### config.mk
export PLATFORM = sky130hd
export DESIGN_NAME = workout_sample_recorder
export DESIGN_NICKNAME = d
export VERILOG_FILES = /design/src/wsr_pkg.sv /design/src/workout_sample_recorder.sv /design/src/wsr_vel_div.sv /design/src/wsr_dist_sub.sv /design/src/wsr_session.sv
export SDC_FILE = /design/constraint.sdc
export NUM_CORES = 1
export LEC_CHECK = 0
export ABC_AREA = 1
export BUFFER_PORTS_ARGS = -buffer_cell sky130_fd_sc_hd__buf_4
export CORE_AREA = 2 2 180 359
export CTS_CLUSTER_DIAMETER = 80
export CTS_CLUSTER_SIZE = 14
export DETAILED_ROUTE_END_ITERATION = 12
export DIE_AREA = 0 0 182 361
export PLACE_DENSITY = 0.51
export SYNTH_ARGS = -nofsm -noshare
export SYNTH_HDL_FRONTEND = slang
export SYNTH_SLANG_ARGS = --single-unit
### constraint.sdc
create_clock -name clk -period 9.5 [get_ports clk]
set_input_delay 1.9 -clock clk [delete_from_list [all_inputs] [get_ports clk]]
set_output_delay 1.9 -clock clk [all_outputs]
set_load 0.01 [all_outputs]
### src/wsr_pkg.sv
// Shared constants, codes and control types of the workout sample recorder.
package wsr_pkg;

	// Sample buffer size and field widths.
	localparam int BUFFER_DEPTH = 7200;
	localparam int KIND_W       = 2;
	localparam int STATUS_W     = 2;
	localparam int IDX_W        = 13;
	localparam int POWER_W      = 18;
	localparam int PACE_W       = 18;
	localparam int DIST_W       = 24;
	localparam int RATE_W       = 12;
	localparam int PULSE_W      = 8;
	localparam int SAT_W        = 16;
	localparam int PSUM_W       = 21;
	localparam int RSUM_W       = 25;
	localparam int CNT_W        = 13;
	localparam int NUM_W        = 20;

	// Velocity numerator and the pace bound (9999 s in 1/16 s units).
	localparam logic [NUM_W-1:0]  VEL_NUMERATOR = 20'd800000;
	localparam logic [PACE_W-1:0] PACE_LIMIT    = 18'd159984;
	localparam logic [SAT_W-1:0]  SAT16         = 16'hFFFF;

	// Serial schedule: the distance subtractor sets the length of a run.
	localparam int SERIAL_STEPS = DIST_W;
	localparam int DIV_STEPS    = NUM_W;
	localparam int STEP_W       = $clog2(SERIAL_STEPS);

	// Command kinds.
	localparam logic [KIND_W-1:0] KIND_START  = 2'd0;
	localparam logic [KIND_W-1:0] KIND_SAMPLE = 2'd1;
	localparam logic [KIND_W-1:0] KIND_END    = 2'd2;

	// Result status codes.
	localparam logic [STATUS_W-1:0] STATUS_OK         = 2'd0;
	localparam logic [STATUS_W-1:0] STATUS_NO_SESSION = 2'd1;
	localparam logic [STATUS_W-1:0] STATUS_FULL       = 2'd2;

	// Input tdata layout.
	localparam int IN_DATA_W   = 80;
	localparam int IN_POWER_LO = 0;
	localparam int IN_PACE_LO  = IN_POWER_LO + POWER_W;
	localparam int IN_DIST_LO  = IN_PACE_LO + PACE_W;
	localparam int IN_RATE_LO  = IN_DIST_LO + DIST_W;
	localparam int IN_PULSE_LO = IN_RATE_LO + RATE_W;

	// Output tdata layout.
	localparam int OUT_DATA_W   = 152;
	localparam int OUT_IDX_LO   = 0;
	localparam int OUT_POWER_LO = OUT_IDX_LO + IDX_W;
	localparam int OUT_VEL_LO   = OUT_POWER_LO + SAT_W;
	localparam int OUT_PULSE_LO = OUT_VEL_LO + SAT_W;
	localparam int OUT_DSTEP_LO = OUT_PULSE_LO + PULSE_W;
	localparam int OUT_PEAK_LO  = OUT_DSTEP_LO + SAT_W;
	localparam int OUT_PSUM_LO  = OUT_PEAK_LO + PULSE_W;
	localparam int OUT_PCNT_LO  = OUT_PSUM_LO + PSUM_W;
	localparam int OUT_RSUM_LO  = OUT_PCNT_LO + CNT_W;
	localparam int OUT_RCNT_LO  = OUT_RSUM_LO + RSUM_W;
	localparam int OUT_USED_W   = OUT_RCNT_LO + CNT_W;

	// Control of the serial units.
	typedef struct packed {
		logic load;
		logic sub_en;
		logic div_en;
	} wsr_ctrl_t;

	// State update requests to the session registers.
	typedef struct packed {
		logic start;
		logic close;
		logic sample;
	} wsr_commit_t;

endpackage

### src/workout_sample_recorder.sv
// Top level of the workout sample recorder: command decode, serial schedule and result register.
//
// Channel  Direction  tdata                                      tuser
// s_*      in         power, pace, distance, stroke rate, pulse  kind
// m_*      out        index, power, velocity, pulse, dist step,  status
//                     peak, pulse total/count, rate total/count
//
// Transactions do not overlap: s_tready falls on an acceptance and rises once the result is loaded.
// The steps are: accept the command, run the bit-serial distance subtractor (which the
// 20-step velocity divider runs alongside), and load the result register.
// Reset clears the session state, the control state and the result valid flag.
// A result waiting on m_tready holds only the final load; the next transaction is
// accepted and processed while the previous result still waits.
module workout_sample_recorder (
	input  logic                                clk,
	input  logic                                arst_n,
	input  logic                                s_tvalid,
	output logic                                s_tready,
	// power_in[17:0], pace_in[35:18], distance_in[59:36], stroke_rate_in[71:60], pulse_in[79:72]
	input  logic [wsr_pkg::IN_DATA_W-1:0]       s_tdata,
	// kind[1:0]
	input  logic [wsr_pkg::KIND_W-1:0]          s_tuser,
	output logic                                m_tvalid,
	input  logic                                m_tready,
	// sample_index[12:0], power_out[28:13], velocity_out[44:29], pulse_out[52:45],
	// distance_step[68:53], pulse_peak[76:69], pulse_total[97:77], pulse_samples[110:98],
	// rate_total[135:111], rate_samples[148:136], zero fill[151:149]
	output logic [wsr_pkg::OUT_DATA_W-1:0]      m_tdata,
	// status[1:0]
	output logic [wsr_pkg::STATUS_W-1:0]        m_tuser
);

	localparam logic [1:0] ST_IDLE = 2'd0;
	localparam logic [1:0] ST_RUN  = 2'd1;
	localparam logic [1:0] ST_DONE = 2'd2;

	logic [1:0]                         state_q;
	logic [wsr_pkg::STEP_W-1:0]         step_q;
	logic                               accept;
	logic                               last_step;
	logic                               out_load;
	wsr_pkg::wsr_ctrl_t                 ctrl;
	wsr_pkg::wsr_commit_t               commit;

	logic [wsr_pkg::KIND_W-1:0]         kind_q;
	logic [wsr_pkg::STATUS_W-1:0]       status_q;
	logic                               rec_ok_q;
	logic [wsr_pkg::IDX_W-1:0]          idx_q;
	logic [wsr_pkg::POWER_W-1:0]        power_q;
	logic [wsr_pkg::DIST_W-1:0]         dist_q;
	logic [wsr_pkg::RATE_W-1:0]         rate_q;
	logic [wsr_pkg::PULSE_W-1:0]        pulse_q;

	logic [wsr_pkg::STATUS_W-1:0]       status_next;
	logic                               rec_ok_next;
	logic [wsr_pkg::SAT_W-1:0]          power_clamped;
	logic [wsr_pkg::SAT_W-1:0]          velocity;
	logic [wsr_pkg::SAT_W-1:0]          dist_step;

	logic                               session_open;
	logic [wsr_pkg::IDX_W-1:0]          samples_taken;
	logic [wsr_pkg::DIST_W-1:0]         prev_distance;
	logic [wsr_pkg::PSUM_W-1:0]         pulse_sum;
	logic [wsr_pkg::CNT_W-1:0]          pulse_count;
	logic [wsr_pkg::PULSE_W-1:0]        pulse_max;
	logic [wsr_pkg::RSUM_W-1:0]         rate_sum;
	logic [wsr_pkg::CNT_W-1:0]          rate_count;

	logic                               m_tvalid_q;
	logic [wsr_pkg::OUT_DATA_W-1:0]     m_tdata_q;
	logic [wsr_pkg::STATUS_W-1:0]       m_tuser_q;
	logic [wsr_pkg::OUT_DATA_W-1:0]     out_data;

	// Handshake and schedule decode.
	assign s_tready  = (state_q == ST_IDLE);
	assign accept    = s_tvalid && s_tready;
	assign last_step = (state_q == ST_RUN) &&
		(step_q == wsr_pkg::STEP_W'(wsr_pkg::SERIAL_STEPS - 1));
	assign out_load  = (state_q == ST_DONE) && (!m_tvalid_q || m_tready);

	always_comb begin
		ctrl.load   = accept;
		ctrl.sub_en = (state_q == ST_RUN);
		ctrl.div_en = (state_q == ST_RUN) &&
			(step_q < wsr_pkg::STEP_W'(wsr_pkg::DIV_STEPS));
		commit.start  = last_step && (kind_q == wsr_pkg::KIND_START);
		commit.close  = last_step && (kind_q == wsr_pkg::KIND_END);
		commit.sample = last_step && rec_ok_q;
	end

	// Status of the command, decided from the session state when it is accepted.
	always_comb begin
		status_next = wsr_pkg::STATUS_OK;
		rec_ok_next = 1'b0;
		case (s_tuser)
			wsr_pkg::KIND_SAMPLE: begin
				if (!session_open) begin
					status_next = wsr_pkg::STATUS_NO_SESSION;
				end else if (samples_taken >= wsr_pkg::IDX_W'(wsr_pkg::BUFFER_DEPTH)) begin
					status_next = wsr_pkg::STATUS_FULL;
				end else begin
					rec_ok_next = 1'b1;
				end
			end
			wsr_pkg::KIND_END: begin
				if (!session_open) begin
					status_next = wsr_pkg::STATUS_NO_SESSION;
				end
			end
			default: begin
				status_next = wsr_pkg::STATUS_OK;
			end
		endcase
	end

	// Control state: idle, serial run, result hand-off.
	always_ff @(posedge clk or negedge arst_n) begin
		if (!arst_n) begin
			state_q <= ST_IDLE;
			step_q  <= '0;
		end else begin
			case (state_q)
				ST_IDLE: begin
					if (accept) begin
						state_q <= ST_RUN;
						step_q  <= '0;
					end
				end
				ST_RUN: begin
					if (last_step) begin
						state_q <= ST_DONE;
					end else begin
						step_q <= step_q + 1'b1;
					end
				end
				ST_DONE: begin
					if (out_load) begin
						state_q <= ST_IDLE;
					end
				end
				default: begin
					state_q <= ST_IDLE;
				end
			endcase
		end
	end

	// Command fields held for the length of the run.
	always_ff @(posedge clk) begin
		if (accept) begin
			kind_q   <= s_tuser;
			status_q <= status_next;
			rec_ok_q <= rec_ok_next;
			idx_q    <= samples_taken;
			power_q  <= s_tdata[wsr_pkg::IN_POWER_LO +: wsr_pkg::POWER_W];
			dist_q   <= s_tdata[wsr_pkg::IN_DIST_LO +: wsr_pkg::DIST_W];
			rate_q   <= s_tdata[wsr_pkg::IN_RATE_LO +: wsr_pkg::RATE_W];
			pulse_q  <= s_tdata[wsr_pkg::IN_PULSE_LO +: wsr_pkg::PULSE_W];
		end
	end

	wsr_vel_div u_vel_div (
		.clk      (clk),
		.ctrl     (ctrl),
		.pace     (s_tdata[wsr_pkg::IN_PACE_LO +: wsr_pkg::PACE_W]),
		.velocity (velocity)
	);

	wsr_dist_sub u_dist_sub (
		.clk       (clk),
		.ctrl      (ctrl),
		.distance  (s_tdata[wsr_pkg::IN_DIST_LO +: wsr_pkg::DIST_W]),
		.prev      (prev_distance),
		.dist_step (dist_step)
	);

	wsr_session u_session (
		.clk           (clk),
		.arst_n        (arst_n),
		.commit        (commit),
		.distance      (dist_q),
		.rate          (rate_q),
		.pulse         (pulse_q),
		.session_open  (session_open),
		.samples_taken (samples_taken),
		.prev_distance (prev_distance),
		.pulse_sum     (pulse_sum),
		.pulse_count   (pulse_count),
		.pulse_max     (pulse_max),
		.rate_sum      (rate_sum),
		.rate_count    (rate_count)
	);

	// Negative power reads as zero, anything above 16 bits saturates.
	always_comb begin
		if (power_q[wsr_pkg::POWER_W-1]) begin
			power_clamped = '0;
		end else if (|power_q[wsr_pkg::POWER_W-2:wsr_pkg::SAT_W]) begin
			power_clamped = wsr_pkg::SAT16;
		end else begin
			power_clamped = power_q[wsr_pkg::SAT_W-1:0];
		end
	end

	// Result packing; the record fields stay zero unless a sample was stored.
	always_comb begin
		out_data = '0;
		if (rec_ok_q) begin
			out_data[wsr_pkg::OUT_IDX_LO +: wsr_pkg::IDX_W]     = idx_q;
			out_data[wsr_pkg::OUT_POWER_LO +: wsr_pkg::SAT_W]   = power_clamped;
			out_data[wsr_pkg::OUT_VEL_LO +: wsr_pkg::SAT_W]     = velocity;
			out_data[wsr_pkg::OUT_PULSE_LO +: wsr_pkg::PULSE_W] = pulse_q;
			out_data[wsr_pkg::OUT_DSTEP_LO +: wsr_pkg::SAT_W]   = dist_step;
		end
		out_data[wsr_pkg::OUT_PEAK_LO +: wsr_pkg::PULSE_W] = pulse_max;
		out_data[wsr_pkg::OUT_PSUM_LO +: wsr_pkg::PSUM_W]  = pulse_sum;
		out_data[wsr_pkg::OUT_PCNT_LO +: wsr_pkg::CNT_W]   = pulse_count;
		out_data[wsr_pkg::OUT_RSUM_LO +: wsr_pkg::RSUM_W]  = rate_sum;
		out_data[wsr_pkg::OUT_RCNT_LO +: wsr_pkg::CNT_W]   = rate_count;
	end

	// Result register.
	always_ff @(posedge clk or negedge arst_n) begin
		if (!arst_n) begin
			m_tvalid_q <= 1'b0;
		end else if (out_load) begin
			m_tvalid_q <= 1'b1;
		end else if (m_tready) begin
			m_tvalid_q <= 1'b0;
		end
	end

	always_ff @(posedge clk) begin
		if (out_load) begin
			m_tdata_q <= out_data;
			m_tuser_q <= status_q;
		end
	end

	assign m_tvalid = m_tvalid_q;
	assign m_tdata  = m_tdata_q;
	assign m_tuser  = m_tuser_q;

	// Checks on the schedule and the result contents.
	logic [wsr_pkg::PULSE_W-1:0] chk_peak;
	logic [wsr_pkg::CNT_W-1:0]   chk_pcnt;
	logic [wsr_pkg::OUT_PEAK_LO-1:0] chk_record;

	assign chk_peak   = m_tdata_q[wsr_pkg::OUT_PEAK_LO +: wsr_pkg::PULSE_W];
	assign chk_pcnt   = m_tdata_q[wsr_pkg::OUT_PCNT_LO +: wsr_pkg::CNT_W];
	assign chk_record = m_tdata_q[wsr_pkg::OUT_PEAK_LO-1:0];

	a_accept_starts_run: assert property (@(posedge clk) disable iff (!arst_n)
		accept |=> (state_q == ST_RUN) && !s_tready)
		else $error("accepted transaction did not start a serial run");

	a_step_in_range: assert property (@(posedge clk) disable iff (!arst_n)
		(state_q == ST_RUN) |-> (step_q < wsr_pkg::STEP_W'(wsr_pkg::SERIAL_STEPS)))
		else $error("serial step counter out of range");

	a_record_zero_on_error: assert property (@(posedge clk) disable iff (!arst_n)
		(m_tvalid && (m_tuser != wsr_pkg::STATUS_OK)) |-> (chk_record == '0))
		else $error("record fields not zero on a failed command");

	a_peak_matches_count: assert property (@(posedge clk) disable iff (!arst_n)
		m_tvalid |-> ((chk_peak == '0) == (chk_pcnt == '0)))
		else $error("pulse peak and pulse count disagree");

endmodule

### src/wsr_vel_div.sv
// Bit-serial restoring divider that turns pace into a saturated velocity.
module wsr_vel_div (
	input  logic                            clk,
	input  wsr_pkg::wsr_ctrl_t              ctrl,
	input  logic [wsr_pkg::PACE_W-1:0]      pace,
	output logic [wsr_pkg::SAT_W-1:0]       velocity
);

	logic [wsr_pkg::NUM_W-1:0]  num_q;
	logic [wsr_pkg::NUM_W-1:0]  quo_q;
	logic [wsr_pkg::PACE_W-1:0] rem_q;
	logic [wsr_pkg::PACE_W-1:0] den_q;
	logic [wsr_pkg::PACE_W:0]   trial;
	logic [wsr_pkg::PACE_W:0]   diff;
	logic                       fits;
	logic                       in_range;
	logic                       over;

	// One quotient bit per step: bring down the next numerator bit and try the divisor.
	always_comb begin
		trial = {rem_q, num_q[wsr_pkg::NUM_W-1]};
		diff  = trial - {1'b0, den_q};
		fits  = (trial >= {1'b0, den_q});
	end

	always_ff @(posedge clk) begin
		if (ctrl.load) begin
			num_q <= wsr_pkg::VEL_NUMERATOR;
			quo_q <= '0;
			rem_q <= '0;
			den_q <= pace;
		end else if (ctrl.div_en) begin
			num_q <= {num_q[wsr_pkg::NUM_W-2:0], 1'b0};
			quo_q <= {quo_q[wsr_pkg::NUM_W-2:0], fits};
			rem_q <= fits ? diff[wsr_pkg::PACE_W-1:0] : trial[wsr_pkg::PACE_W-1:0];
		end
	end

	// Paces of zero or at or above the limit give no velocity; large quotients saturate.
	always_comb begin
		in_range = (den_q != '0) && (den_q < wsr_pkg::PACE_LIMIT);
		over     = |quo_q[wsr_pkg::NUM_W-1:wsr_pkg::SAT_W];
		if (!in_range) begin
			velocity = '0;
		end else if (over) begin
			velocity = wsr_pkg::SAT16;
		end else begin
			velocity = quo_q[wsr_pkg::SAT_W-1:0];
		end
	end

endmodule

### src/wsr_dist_sub.sv
// Bit-serial subtractor for the distance step, least significant bit first.
module wsr_dist_sub (
	input  logic                            clk,
	input  wsr_pkg::wsr_ctrl_t              ctrl,
	input  logic [wsr_pkg::DIST_W-1:0]      distance,
	input  logic [wsr_pkg::DIST_W-1:0]      prev,
	output logic [wsr_pkg::SAT_W-1:0]       dist_step
);

	logic [wsr_pkg::DIST_W-1:0] a_q;
	logic [wsr_pkg::DIST_W-1:0] b_q;
	logic [wsr_pkg::DIST_W-1:0] diff_q;
	logic                       borrow_q;
	logic                       diff_bit;
	logic                       borrow_next;

	// Full subtractor on the low bits of the two shift registers.
	always_comb begin
		diff_bit    = a_q[0] ^ b_q[0] ^ borrow_q;
		borrow_next = (~a_q[0] & b_q[0]) | (~(a_q[0] ^ b_q[0]) & borrow_q);
	end

	always_ff @(posedge clk) begin
		if (ctrl.load) begin
			a_q      <= distance;
			b_q      <= prev;
			borrow_q <= 1'b0;
		end else if (ctrl.sub_en) begin
			a_q      <= {1'b0, a_q[wsr_pkg::DIST_W-1:1]};
			b_q      <= {1'b0, b_q[wsr_pkg::DIST_W-1:1]};
			diff_q   <= {diff_bit, diff_q[wsr_pkg::DIST_W-1:1]};
			borrow_q <= borrow_next;
		end
	end

	// A final borrow means the distance went back, which floors at zero.
	always_comb begin
		if (borrow_q) begin
			dist_step = '0;
		end else if (|diff_q[wsr_pkg::DIST_W-1:wsr_pkg::SAT_W]) begin
			dist_step = wsr_pkg::SAT16;
		end else begin
			dist_step = diff_q[wsr_pkg::SAT_W-1:0];
		end
	end

endmodule

### src/wsr_session.sv
// Session registers: open flag, sample count, last distance and heart and stroke totals.
module wsr_session (
	input  logic                            clk,
	input  logic                            arst_n,
	input  wsr_pkg::wsr_commit_t            commit,
	input  logic [wsr_pkg::DIST_W-1:0]      distance,
	input  logic [wsr_pkg::RATE_W-1:0]      rate,
	input  logic [wsr_pkg::PULSE_W-1:0]     pulse,
	output logic                            session_open,
	output logic [wsr_pkg::IDX_W-1:0]       samples_taken,
	output logic [wsr_pkg::DIST_W-1:0]      prev_distance,
	output logic [wsr_pkg::PSUM_W-1:0]      pulse_sum,
	output logic [wsr_pkg::CNT_W-1:0]       pulse_count,
	output logic [wsr_pkg::PULSE_W-1:0]     pulse_max,
	output logic [wsr_pkg::RSUM_W-1:0]      rate_sum,
	output logic [wsr_pkg::CNT_W-1:0]       rate_count
);

	logic                         open_q;
	logic [wsr_pkg::IDX_W-1:0]    taken_q;
	logic [wsr_pkg::DIST_W-1:0]   prev_q;
	logic [wsr_pkg::PSUM_W-1:0]   psum_q;
	logic [wsr_pkg::CNT_W-1:0]    pcnt_q;
	logic [wsr_pkg::PULSE_W-1:0]  pmax_q;
	logic [wsr_pkg::RSUM_W-1:0]   rsum_q;
	logic [wsr_pkg::CNT_W-1:0]    rcnt_q;

	// A start opens the session and clears everything else, an end closes, a sample updates the totals.
	always_ff @(posedge clk or negedge arst_n) begin
		if (!arst_n) begin
			open_q  <= 1'b0;
			taken_q <= '0;
			prev_q  <= '0;
			psum_q  <= '0;
			pcnt_q  <= '0;
			pmax_q  <= '0;
			rsum_q  <= '0;
			rcnt_q  <= '0;
		end else if (commit.start) begin
			open_q  <= 1'b1;
			taken_q <= '0;
			prev_q  <= '0;
			psum_q  <= '0;
			pcnt_q  <= '0;
			pmax_q  <= '0;
			rsum_q  <= '0;
			rcnt_q  <= '0;
		end else if (commit.close) begin
			open_q <= 1'b0;
		end else if (commit.sample) begin
			prev_q  <= distance;
			taken_q <= taken_q + 1'b1;
			if (pulse != '0) begin
				psum_q <= psum_q + wsr_pkg::PSUM_W'(pulse);
				pcnt_q <= pcnt_q + 1'b1;
				if (pulse > pmax_q) begin
					pmax_q <= pulse;
				end
			end
			if (rate != '0) begin
				rsum_q <= rsum_q + wsr_pkg::RSUM_W'(rate);
				rcnt_q <= rcnt_q + 1'b1;
			end
		end
	end

	assign session_open  = open_q;
	assign samples_taken = taken_q;
	assign prev_distance = prev_q;
	assign pulse_sum     = psum_q;
	assign pulse_count   = pcnt_q;
	assign pulse_max     = pmax_q;
	assign rate_sum      = rsum_q;
	assign rate_count    = rcnt_q;

endmodule
==> results.md, run 1 <==
* Placed Cells at 3174
* Largest net degree at the start of global routing at 86
* CTS tree: yes
* Post-DRT Antenna Nets at 0
* Grt total ovfl at 0
* Fin cells at 3248
* Clk buf depth at 3
* Setup violators final at 0
* Period utilization at 39.5%
* Startpoint types: input port
* Area share of the largest cell type after synthesis at 44.2%
* Leading area contributor after synthesis: edfxtp_1
* Final #Nets at 2568
* Initial Util at 34.8%
* FFs w/ async S/R, synth at 25.3%
* Top post-synthesis cells by area: edfxtp_1 44%, dfrtp_1 14%, nand2_1 9.3%
* IO Port Bufs at 238
* Slew headroom at 28.7%
* Skew-Pair Late Insertion Delay at 0.58 ns
* Final max-slew violation count at 0
* Status: finished clean
* Sequential share of the synthesized area at 63.3%
* CP endpoint kind: register
* Reg2reg path depth at 12
* Post-route DRC violation count at 0
* Worst-path clk slew at 0.07 ns
* Worst r2r dst: u_session.rate_sum[0]
* Vias in the first global route at 16000
* Hold Crit Start: status_q[1]
* Num rows at 130
* Synth Register Bits at 498
* Total CTS buffers at 41
* Initial antenna violation count at 1
* DP Area at 24400 um2
* Critical Path RT at 9.68 ns
* DR pass1 iterations at 7
* Final Skew at 0.0301 ns
* Fillcell total at 6195
* Number of max-cap violations at 0
* Post-synth EDFFs at 321
* Cell Area, Synth at 21800 um2
* Commonest non-fill, non-tap cell in the layout: nand2_1
* Root Driver: clkbuf_16
* Die area at 65700 um2
* Final hold vios at 0
* GP Congestion at 0.889
* YS warnings at 0
* Total setup buffers inserted after CTS at 0
* Power Density at 242 nW/um2
* Starting DRT DRC Count at 864
* Antenna diodes at 0
* # IOs at 242
* Wire per inst at 16.7 um
* Post-route setup TNS at 0 ns
* CTS resizes at 0
* Die X at 182 um
* Post-DP HPWL at 38.0 mm
* Worst slew pin tran at 1.07 ns
* Kind of critical path: in -> reg
* Most frequent cells in the layout: 540 x nand2_1, 321 x edfxtp_1, 262 x inv_1, 250 x buf_4, 236 x nor2_1
* RSZ-0062 raised after global routing: false
* Area delta synth->final at 17.3%
* Total core area at 62800 um2
* Post-Synthesis Cells at 2199
* Total number of vias at 15700
* Mean Syn Cell Area at 9.93 um2
* Ys flop type: edfxtp_1
* Leak at 11.2 nW
* Design area at 25600 um2
* R2R Path Start: state_q[1]
* CTS Hold Bufs at 0
* Maximum VDD drop at 0.121 mV
* R2r setup slk at 5.93 ns
* Die Y at 361 um
* Worst Hold Depth at 0
* Clk sinks at 498
* First-pass GRT wire length at 86.2 mm
* Peak fanout along the critical path at 85
* Post-layout min period at 3.75 ns
* Total GRT Usage at 16.5%
* Synth cell types at 49
* Tightest Hold Check Type: reg -> reg
* Critical path data arrival time at 3.93 ns
* H-tree depth at 2
* Layout cells sized above 1 at 13.5%
* Total Wirelength at 54.3 mm
* Hold path endpoint: m_tuser[1]
* F_max at 266 MHz
* Drt via density at 4.84
==> sequential cells by signal, summed over array words and instances, names as in the netlist, 5 cells and up <==
register / cells
dist_q: 24
idx_q: 13
m_tdata: 149
power_q: 18
pulse_q: 8
rate_q: 12
step_q: 5
u_dist_sub.a_q: 24
u_dist_sub.b_q: 24
u_dist_sub.diff_q: 24
u_session.prev_distance: 24
u_session.pulse_count: 13
u_session.pulse_max: 8
u_session.pulse_sum: 21
u_session.rate_count: 13
u_session.rate_sum: 25
u_session.samples_taken: 13
u_vel_div.den_q: 18
u_vel_div.num_q: 12
u_vel_div.quo_q: 20
u_vel_div.rem_q: 18
==> synth_stat cells, types with 2 or more instances <==
cell      instances
nor2_1          238
fa_1              4
o21bai_1          4
o21ai_0         125
nand3_1         125
dfrtp_1         126
nor3b_2           2
o31ai_1          12
a31oi_1           4
nor2_2            4
o21ai_1          10
buf_4             7
xnor2_1          17
nand2_4           3
o211ai_1          2
nor4_1           12
nand4_1          51
nand2_2           6
edfxtp_1        321
buf_1             4
clkbuf_1         42
a22o_1            2
inv_2             4
buf_6             2
nand3b_1          4
dfxtp_1          51
a21oi_1          68
xor2_1           20
ha_1             53
nor3_1           34
inv_1           262
buf_2            15
o22ai_1           3
or2_2             5
clkinv_1          2
nand2_1         542
==> how the worst max path moves through the flow <==
stage | start | endpoint | slack, ns | cells past startpoint
2_1_floorplan | m_tready | m_tdata[0] | 0.65 | 2
3_3_place_gp | m_tready | m_tdata[22] | 5.15 | 5
3_5_place_dp | m_tready | m_tdata[22] | 5.10 | 5
4_1_cts | m_tready | m_tdata[123] | 5.73 | 5
5_1_grt | state_q[1] | u_session.rate_count[1] | 5.55 | 13
6_report | m_tready | m_tdata[123] | 5.75 | 5
==> power by group <==
group	total [mW]	switching, mW	internal (mW)	leakage [nW]
Sequential	3.08	0.234	2.84	5.21
Combinational	1.52	1.01	0.513	5.42
Clock	1.60	0.778	0.820	0.562
Total	6.19	2.02	4.18	11.2
==> logic make-up (layout without fill, tap and decap cells) <==
group / after synthesis / after routing / synth area share, %
XOR/XNOR: 37 / 37 / 1.48
adder cells (fa/ha/maj): 57 / 57 / 3.41
other: 1 / 3 / 0.0172
buffers and inverters: 340 / 595 / 6.15
AO/OA/AOI/OAI: 234 / 234 / 5.70
flip-flops: 498 / 498 / 63.3
AND/OR/NAND/NOR: 1032 / 1032 / 20.0
==> worst max-delay path: stages <==
cell,delay [ns]
buf_4,0.09
nor2_1,0.07
nor2_4,0.09
buf_4,0.71
buf_4,0.94
==> cell type report <==
cell class	count	area, um2	share of cell area [%]
Clock inverter	4	46.3	0.181
Inverter	270	1020	3.99
Clock buffer	70	1130	4.43
Tap cell	792	991	3.87
Timing Repair Buffer	251	1890	7.38
Multi-Input combinational cell	1363	6700	26.2
Sequential cell	498	13800	54.0
==> metrics by stage <==
step | setup slack [ns] | util [%] | power, mW | hold WS, ns
floorplan | 0.650 | - | 4.19 | 0.400
global placement | 5.15 | 38.9 | 4.61 | 0.411
detailed placement | 5.10 | 38.9 | 4.66 | 0.419
CTS | 5.73 | 40.8 | 6.30 | 0.450
global route | 5.55 | 40.8 | 6.63 | 0.459
finish | 5.75 | 40.8 | 6.19 | 0.444
==> metal layers <==
layer / GRT usage (%) / share of wire, % / vias up
met5: 0 / 0.024 / -
met4: 6.77 / 3.7 / 2
met3: 2.36 / 4.3 / 100
met2: 30.8 / 52 / 383
met1: 18.7 / 40 / 7521
li1: - / - / 7728
(Power assumes the default switching activity.)
==> run 2: changes to the inputs <==
--- a/config.mk
+++ b/config.mk
@@ -12,7 +12,7 @@
 export CTS_CLUSTER_SIZE = 14
 export DETAILED_ROUTE_END_ITERATION = 12
 export DIE_AREA = 0 0 182 361
-export PLACE_DENSITY = 0.51
+export PLACE_DENSITY = 0.53
 export SYNTH_ARGS = -nofsm -noshare
 export SYNTH_HDL_FRONTEND = slang
 export SYNTH_SLANG_ARGS = --single-unit
==> constraint.sdc (replaced) <==
create_clock -name clk -period 3.4 [get_ports clk]
set_input_delay 0.68 -clock clk [delete_from_list [all_inputs] [get_ports clk]]
set_output_delay 0.68 -clock clk [all_outputs]
set_load 0.01 [all_outputs]
==> run 2 against run 1 <==
Core utilization increased by 0.32 points; clock power increased to 2.8 times the previous value; largest power group unchanged; flip-flop and latch count unchanged.
==> results.md, run 2 (same netlist as run 1, synthesis figures left out) <==
* Period utilization at 78.9%
* GP Congestion at 0.873 (was 0.889)
* Total setup buffers inserted after CTS at 0 (unchanged)
* Number of flip-flops in the largest register at 149 (unchanged)
* Clk buf depth at 3 (unchanged)
* Area of the multi-input gates at 6700 um2 (unchanged)
* Post-route setup TNS at 0 ns (unchanged)
* Clk sinks at 498 (unchanged)
* Area delta synth->final at 18.2% (was 17.3%)
* Total Wirelength at 54.4 mm (was 54.3 mm)
* Startpoint types: register (was input port)
* Placed Cells at 3189 (was 3174)
* CTS resizes at 0 (unchanged)
* Final #Nets at 2583 (was 2568)
* Number of max-cap violations at 0 (unchanged)
* Peak fanout along the critical path at 34 (was 85)
* # IOs at 242 (unchanged)
* Post-route DRC violation count at 0 (unchanged)
* Gr busiest metal: met2 (unchanged)
* CTS tree: yes (unchanged)
* Maximum VDD drop at 0.398 mV (was 0.121 mV)
* Finished Core Util at 41.1% (was 40.8%)
* Sequential cell area at 13800 um2 (unchanged)
* Antenna diodes at 0 (unchanged)
* Setup violators final at 0 (unchanged)
* F_max at 373 MHz
* R2R Path Start: step_q[0] (was state_q[1])
* Grt total ovfl at 0 (unchanged)
* Total number of vias at 15800 (was 15700)
* Die X at 182 um (unchanged)
* Met3 usage at 2.78% (was 2.36%)
* Reg2reg path depth at 11 (was 12)
* Worst slew pin tran at 0.793 ns (was 1.07 ns)
* Num rows at 130 (unchanged)
* Root Driver: clkbuf_16 (unchanged)
* RSZ-0062 raised after global routing: false (unchanged)
* Post-DRT Antenna Nets at 0 (unchanged)
* Drt via density at 4.84 (about the same)
* Commonest non-fill, non-tap cell in the layout: nand2_1 (unchanged)
* Vias in the first global route at 16100 (was 16000)
* Initial Util at 34.8% (unchanged)
* Tightest Hold Check Type: in -> async (was reg -> reg)
* Most frequent cells in the layout: 540 x nand2_1, 321 x edfxtp_1, 262 x inv_1, 259 x buf_4, 236 x nor2_1 (was 540 x nand2_1, 321 x edfxtp_1, 262 x inv_1, 250 x buf_4, 236 x nor2_1)
* Status: finished clean (unchanged)
* DR pass1 iterations at 5 (was 7)
* Critical path data arrival time at 3.13 ns (was 3.93 ns)
* Post-DP HPWL at 39.1 mm (was 38.0 mm)
* Leak at 11.3 nW (was 11.2 nW)
* Wire per inst at 16.7 um (about the same)
* First-pass GRT wire length at 86.8 mm (was 86.2 mm)
* Final hold vios at 0 (unchanged)
* Fin cells at 3263 (was 3248)
* Initial antenna violation count at 4 (was 1)
* Worst r2r dst: u_session.rate_sum[6] (was u_session.rate_sum[0])
* Final Skew at 0.0234 ns (was 0.0301 ns)
* CTS Hold Bufs at 0 (unchanged)
* Power Density at 675 nW/um2 (was 242 nW/um2)
* Hold slack at 0.110 ns (was 0.444 ns)
* Slew headroom at 47.0% (was 28.7%)
* Design area at 25800 um2 (was 25600 um2)
* Met2 usage at 31.5% (was 30.8%)
* Kind of critical path: reg -> reg (was in -> reg)
* R2r setup slk at 0.72 ns (was 5.93 ns)
* CP endpoint kind: register (unchanged)
* Met1 Usage GRT at 18.6% (was 18.7%)
* IO Port Bufs at 238 (unchanged)
* Critical Path RT at 3.85 ns (was 9.68 ns)
* Layout cells sized above 1 at 14.0% (was 13.5%)
* DP Area at 24600 um2 (was 24400 um2)
* Total GRT Usage at 16.6% (was 16.5%)
* Die area at 65700 um2 (unchanged)
* Post-layout min period at 2.68 ns
* Total core area at 62800 um2 (unchanged)
* Starting DRT DRC Count at 869 (was 864)
* Total CTS buffers at 41 (unchanged)
* Worst-path clk slew at 0.07 ns (about the same)
* Die Y at 361 um (unchanged)
* Final max-slew violation count at 0 (unchanged)
* Fillcell total at 6198 (was 6195)
* Largest net degree at the start of global routing at 67 (was 86)
* Skew-Pair Late Insertion Delay at 0.56 ns (was 0.58 ns)
* H-tree depth at 2 (unchanged)
-- run 2: worst max path at each step --
stage	endpoint	slack (ns)	depth (start not counted)	from
after global placement	u_session.rate_count[1]	0.85	13	step_q[0]
after floorplan	m_tdata[0]	0.002	2	m_tready
final	u_session.rate_sum[6]	0.72	11	step_q[0]
after global routing	u_session.rate_count[1]	0.42	13	step_q[0]
after CTS	u_session.rate_sum[6]	0.65	11	step_q[0]
after detailed placement	u_session.rate_sum[6]	0.69	11	step_q[0]
-- run 2: layer usage --
metal	routed length (um)	vias to the layer above	part of all wire (%)
met5	54	-	0.099
li1	-	7775	-
met3	2600	94	4.8
met1	21100	7523	39
met4	1640	8	3.0
met2	29000	396	53
-- run 2: final cells by class --
class | instances | share of cell area (%)
Clock inverter | 2 | 0.0679
Tap cell | 792 | 3.84
Sequential cell | 498 | 53.6
Timing Repair Buffer | 266 | 8.05
Clock buffer | 72 | 4.55
Multi-Input combinational cell | 1363 | 26.0
Inverter | 270 | 3.97
-- run 2: worst max-delay path, stage by stage (launching register included) --
cell and delay, ns:
dfrtp_1 0.40, ha_1 0.22, nand2_2 0.10, nor2_4 0.16, nand2_2 0.10, inv_2 0.09, nand2_4 0.09, inv_6 0.24
nand2_2 0.13, inv_2 0.30, nand2_1 0.41, o21ai_0 0.30
-- run 2: stage by stage --
step                      power, mW  setup WS [ns]
after floorplan                11.7        0.00195
after global placement         13.0          0.845
after detailed placement       13.1          0.689
after CTS                      17.7          0.649
after global routing           18.7          0.418
final                          17.4          0.717
-- run 2: power by group --
group          internal (mW)  switching, mW  leakage, nW  total (mW)
Sequential              7.93          0.640         5.21        8.57
Clock                   2.34           2.14        0.568        4.48
Combinational           1.49           2.87         5.51        4.36
Total                   11.8           5.65         11.3        17.4
